[config.mk]
export PLATFORM = sky130hd
export DESIGN_NAME = gbn_iou
export DESIGN_NICKNAME = d
export VERILOG_FILES = /design/src/hdl/gbn_iou.sv
export SDC_FILE = /design/constraint.sdc
export NUM_CORES = 2
export LEC_CHECK = 0
export BUFFER_PORTS_ARGS = -buffer_cell sky130_fd_sc_hd__buf_4
export CAP_MARGIN = 20
export CORE_UTILIZATION = 60
export DETAILED_ROUTE_END_ITERATION = 6
export PLACE_DENSITY = 0.88
export SLEW_MARGIN = 20
export SYNTH_ARGS = -nofsm -noshare
export SYNTH_HDL_FRONTEND = slang
export SYNTH_SLANG_ARGS = --single-unit
[constraint.sdc]
create_clock -name i_clk -period 13.5 [get_ports i_clk]
set_clock_uncertainty 0.15 [all_clocks]
set_input_delay 1.35 -clock i_clk [delete_from_list [all_inputs] [get_ports i_clk]]
set_output_delay 1.35 -clock i_clk [all_outputs]
set_load 0.01 [all_outputs]
[src/hdl/gbn_iou.sv]
// Two-stage overlap test of a stored box against the selected box.
module gbn_iou #(
    parameter int COORD_BITS = 16,
    parameter int AW         = 6
) (
    input  logic                      i_clk,
    input  logic                      i_rst_n,
    input  logic                      i_valid,
    input  logic [AW-1:0]             i_idx,
    input  logic [4*COORD_BITS-1:0]   i_top,
    input  logic [2*COORD_BITS+1:0]   i_top_area,
    input  logic [4*COORD_BITS-1:0]   i_box,
    input  logic [15:0]               i_thr,
    output logic                      o_valid,
    output logic [AW-1:0]             o_idx,
    output logic                      o_suppress
);
    localparam int C  = COORD_BITS;
    localparam int EW = C + 1;
    localparam int AR = 2 * C + 2;
    localparam int UW = 2 * C + 3;
    localparam int PW = 2 * C + 19;

    logic [C-1:0]  tl, tt, tr, tb, bl, bt, br, bb;
    logic [C-1:0]  ix1, iy1, ix2, iy2;
    logic [EW-1:0] iw, ih, bw, bh;
    logic [UW-1:0] uni;
    logic [PW-1:0] prod, lhs;

    logic          r_v1, r_v2;
    logic [AW-1:0] r_idx1, r_idx2;
    logic [AR-1:0] r_inter, r_areab;
    logic          r_sup;

    assign tl = i_top[C-1:0];
    assign tt = i_top[2*C-1:C];
    assign tr = i_top[3*C-1:2*C];
    assign tb = i_top[4*C-1:3*C];
    assign bl = i_box[C-1:0];
    assign bt = i_box[2*C-1:C];
    assign br = i_box[3*C-1:2*C];
    assign bb = i_box[4*C-1:3*C];

    assign ix1 = (tl > bl) ? tl : bl;
    assign iy1 = (tt > bt) ? tt : bt;
    assign ix2 = (tr < br) ? tr : br;
    assign iy2 = (tb < bb) ? tb : bb;

    // Inclusive extents, zero where the edges cross.
    assign iw = (ix2 >= ix1) ? ({1'b0, ix2} - {1'b0, ix1} + EW'(1)) : '0;
    assign ih = (iy2 >= iy1) ? ({1'b0, iy2} - {1'b0, iy1} + EW'(1)) : '0;
    assign bw = (br >= bl) ? ({1'b0, br} - {1'b0, bl} + EW'(1)) : '0;
    assign bh = (bb >= bt) ? ({1'b0, bb} - {1'b0, bt} + EW'(1)) : '0;

    assign uni  = UW'(i_top_area) + UW'(r_areab) - UW'(r_inter);
    assign prod = PW'(i_thr) * PW'(uni);
    assign lhs  = PW'({r_inter, 16'h0000});

    always_ff @(posedge i_clk) begin
        if (!i_rst_n) begin
            r_v1 <= 1'b0;
            r_v2 <= 1'b0;
        end else begin
            r_v1 <= i_valid;
            r_v2 <= r_v1;
        end
        r_idx1  <= i_idx;
        r_inter <= AR'(iw) * AR'(ih);
        r_areab <= AR'(bw) * AR'(bh);
        r_idx2  <= r_idx1;
        r_sup   <= !(lhs < prod);
    end

    assign o_valid    = r_v2;
    assign o_idx      = r_idx2;
    assign o_suppress = r_sup;
endmodule
* Yosys cells after proc, flatten, opt, wreduce, memory -nomap -nowiden *
Cells that the tools add are included.

word-level totals
  latch bits = 0
  output and inout port bits = 8
  ROM bits = 0
  bits in writable memories = 0
  logic and storage cells = 38
  register bits = 83
  input port bits = 187
  memories = 0

cells by class
  reduce and logical (&&, ||, !) cells = 1
  multiplexer cells = 8
  multiply operators = 3
  shifts and indexed selects = 0
  $lt $le $gt $ge = 9
  div/mod/pow operators = 0
  eq/ne operators = 0
  $add $sub $neg = 10
  bitwise gates (word level) = 0

operators by type and width
  operator               count
  $add 17x1->17 const B  4
  $mul 17x17->34         2
  $mux 17                4
  $sub 16x16->17         4
  $ge 16x16->1           4
  $mux 16                4
  $lt 50x51->1           1
  $mul 16x35->51         1
  $add 34x34->35         1
  $sub 35x34->35         1
  $gt 16x16->1           2
  $lt 16x16->1           2
  $logic_not 1->1        1

* Depth between registers and ports, before layout *
  depth in word-level cells = 6
  mapped depth = 51
  depth with buffers taken out = 49

* Worst setup path after synthesis *
No wires, ideal clock.

  kind = input port to flip-flop
  start = input port i_box[33]
  end = register r_inter[32]
  required time = 13.278 ns
  setup time = 0.072 ns
  buffers on the path = 3
  stages on the path = 44
  path slack = 1.715 ns
  arrival time = 11.563 ns
  path through = inv_1 > ha_1 > a21o_1 > a21o_1 > a21o_1 > a21o_1 > a21o_1 > a211oi_1 > o31a_1 > o21a_1 > buf_2 > buf_2 > mux2_2 > ha_1 > inv_1 > fa_1 > o21bai_1 > a21boi_0 > [... 8 more ...] > fa_1 > fa_1 > fa_1 > inv_1 > fa_1 > inv_1 > fa_1 > ha_1 > a21o_1 > a21oi_1 > nor2b_1 > or4_1 > a221oi_2 > a211oi_1 > o31a_1 > a21o_1 > a21oi_2 > xnor2_1

between the ends
  cells in the longest elaborated chain, start to end = 6
  elaborated cells on any way between the ends = 7
  classes of those cells = add/sub (2); mul (1); order compare (2); mux (2)

ends and longest elaborated chain
  item                    RTL line  source
  start: declaration      12        input logic [4*COORD_BITS-1:0] i_box,
  $lt 16x16->1            46        assign ix2 = (tr < br) ? tr : br;
  $mux 16 (*)             46
  $sub 16x16->17          50        assign iw = (ix2 >= ix1) ? ({1'b0, ix2} - {1'b0, ix1} + EW'(1)) : '0;
  $add 17x1->17           50
  $mux 17 (*)             50
  $mul 17x17->34 (*)      68        r_inter <= AR'(iw) * AR'(ih);
  end signal: assignment  68
  end: declaration        32        logic [AR-1:0] r_inter, r_areab;

Every way passes the cells marked *; elsewhere a longest branch is shown, timed or not.
A chain may end at the register's enable or synchronous reset.

* Worst setup path in the final report *
  start = input port i_top_area[1]
  end = register r_sup, in the netlist o_suppress

between the ends
  cells in the longest elaborated chain, start to end = 5

ends and longest elaborated chain
  item                    RTL line  source
  start: declaration      11        input logic [2*COORD_BITS+1:0] i_top_area,
  $add 34x34->35          55        assign uni = UW'(i_top_area) + UW'(r_areab) - UW'(r_inter);
  $sub 35x34->35          55
  $mul 16x35->51          56        assign prod = PW'(i_thr) * PW'(uni);
  $lt 50x51->1            71        r_sup <= !(lhs < prod);
  $logic_not 1->1         71
  end signal: assignment  71
  end: declaration        33        logic r_sup;

Every way passes these cells.

==> run metrics <==
status=finished, violations left; failing checks=design-rule violations; syn nets=7,638; Critical R2R Launch=r_inter[0]; Slew @ Worst Pin=1160 ps; Yosys warning total=0; largest net degree at the start of global routing=40; final setup violation count=0; RD Place Congestion=1.04; Crit Path Class=input pin to register; Vert. Die Dim=289 um; hold_buf cts=0; Syn Inst Count=5,875; number of nets in the layout=7,708; Die Area=0.0835 sq mm; DR vias=41,300; post-route design area=0.0524 sq mm; Rel. slew slack=22.0%; cts bufs inserted=9; die width=289 um; Total Routed Length=141 mm; Synth Area per Inst=8.41 sq um; CTS tree=done; Fin. Hold Viols=0; IO Port Bufs=194; std cell rows=104; CP max-delay cell=fa_1; antenna viol nets, final=0; Antenna Cells=0; clock-pin slew on the worst setup and hold paths=70 ps; Reg2Reg Depth=44; maximum clock frequency=0.0780 GHz; Worst Path Required=13,640 ps; first-pass GRT wire length=227 mm; vias in the first global route=43,300; H-tree levels=3; Yosys top cell area share=39.4%; worst r2r dst=o_suppress; Synth top cells by count=inv_1 (1,290), fa_1 (974), nand2_1 (878); via/cell ratio=5.89; share of cells above drive strength 1=6.57%; Critical path origin=i_top_area[1]; cell family with most CP delay=adder cells; post-CTS sizing=0; FF+latch count, synth=83; dpl hpwl=120 mm; Max FO, Critical Path=16; top_reg_cell synth=dfxtp_1; Worst Setup Slack, final=675 ps; GRT Util Overall=34.8%; Synth Cell Area=0.0494 sq mm; Tcrit/Tclk final=95.0%; buffers and inverters on the worst path=7; maxcap violations=0; core box area=0.0811 sq mm; Synth area leader=fa_1; area post-placement=0.0521 sq mm; Layout fillers=6,358; routed length per placed instance=20.2 um; num ports=195; Synth area leaders=fa_1 (39%), ha_1 (15%), inv_1 (9.8%); critical path depth=45; Slew Viols, Final=0; area delta synth->final=6.04%; Post-synth EDFFs=0; Detailed Route Iter0 Violations=3,711; CP dominant cell by count=fa_1; CTS Sinks=83; CP Data Arrival Time=12,970 ps; gr ovfl total=0; initial antenna violation count=0; crit-path max cell delay=550 ps; Netlist cell types=91; crit path capture=o_suppress; Setup TNS=0 ps; Initial Util=61.0%; internal reg-to-reg setup slack=1370 ps; DRC Markers=1; post-layout min period=12,820 ps; Hold Path Class=register to register; most frequent cell after synthesis=inv_1; RSZ-0062 raised after global routing=no; asr flop ratio synth=0%; Max Root-Sink Buffers=2; clk root buf=clkbuf_16; Critical Path Start Type=input pin; Pre-antenna DRT Iters=7; Setup WS pre-CTS=408 ps; crit path capture type=register; latest clock arrival within the worst-skew pair=380 ps; Seq/Total Area, Yosys=3.36%; final hold slack=178 ps; Post-CTS Setup Inserts=0
[cells by family (layout without fill, tap and decap cells)]
family / count (synthesis) / count (layout) / share of synthesized area, %
adders and majority gates: 1576 / 1576 / 54.7
AOI/OAI and AO/OA: 641 / 641 / 8.53
xor gates and xnor gates: 171 / 171 / 3.03
muxes: 71 / 71 / 1.51
DFF: 83 / 83 / 3.36
and+or+nand+nor: 1808 / 1808 / 17.2
buffers and inverters: 1525 / 1600 / 11.7
[state kept, by name (all words and copies together), names as in the netlist]
signal / flops
o_suppress: 1
o_valid: 1
r_idx1: 6
r_v1: 1
r_areab: 34
r_inter: 34
o_idx: 6
[cells in the final DEF, fill, tap and decap left out, types with 10 or more instances in the layout]
cell,count
a211oi_1,22
a21o_1,86
a21oi_1,190
a311o_1,16
a311oi_1,12
a31oi_1,32
and2_1,228
and3_1,26
buf_4,294
dfxtp_1,83
fa_1,974
ha_1,602
inv_1,1290
mux2_2,28
mux2i_1,43
nand2_1,878
nand2b_1,62
nand3_1,117
nand4_1,28
nor2_1,228
nor2b_1,65
nor3_1,68
nor4_1,13
nor4b_1,10
nor4bb_1,15
o21a_1,35
o21ai_0,113
o21bai_1,25
or2_2,12
or3_1,12
xnor2_1,107
xor2_1,58
[metrics by stage]
| stage | utilization, % | instances |
|---|---|---|
| global placement | 64.2 | 6993 |
| global route | 64.7 | 7010 |
| detailed placement | 64.3 | 6993 |
| CTS | 64.6 | 7009 |
| floorplan | - | 5875 |
| finish | 64.7 | 7010 |
[area by class of cell]
class,instances,area (sq um),share of cell area (%)
repair buffers,294,2210,4.21
well taps,1060,1330,2.53
multi-input cells,4267,42100,80.3
inverters,1290,4840,9.24
clock inverters,4,56.3,0.107
flip-flops and latches,83,1660,3.17
clock buffers,12,246,0.470
[worst min-delay path by stage]
stage / startpoint / to / slack [ps] / cells past startpoint
5_1_grt: r_idx1[2] / o_idx[2] / 190 / 0
6_report: r_idx1[3] / o_idx[3] / 180 / 0
3_5_place_dp: r_idx1[0] / o_idx[0] / 160 / 0
2_1_floorplan: r_idx1[0] / o_idx[0] / 160 / 0
4_1_cts: r_idx1[3] / o_idx[3] / 180 / 0
3_3_place_gp: r_idx1[0] / o_idx[0] / 160 / 0
[metal layers]
metal	global-route usage (%)	up-vias	routed length, um
met2	56.9	2394	65200
met5	0	-	0
met1	42.9	20100	51900
met4	20.0	0	9440
li1	-	18300	-
met3	7.25	521	14800
[worst reg2reg max path: cells and delay by family (launching register included)]
family                     cells  cell delay [ps]
AOI/OAI and AO/OA             18             4140
and+or+nand+nor                8             1780
adders and majority gates     11             4850
xor gates and xnor gates       2              290
buffers and inverters          5              530
DFF                            1              340
Power is not shown: default switching activity piles up to over one toggle a cycle in this logic, so the estimate is an artifact.
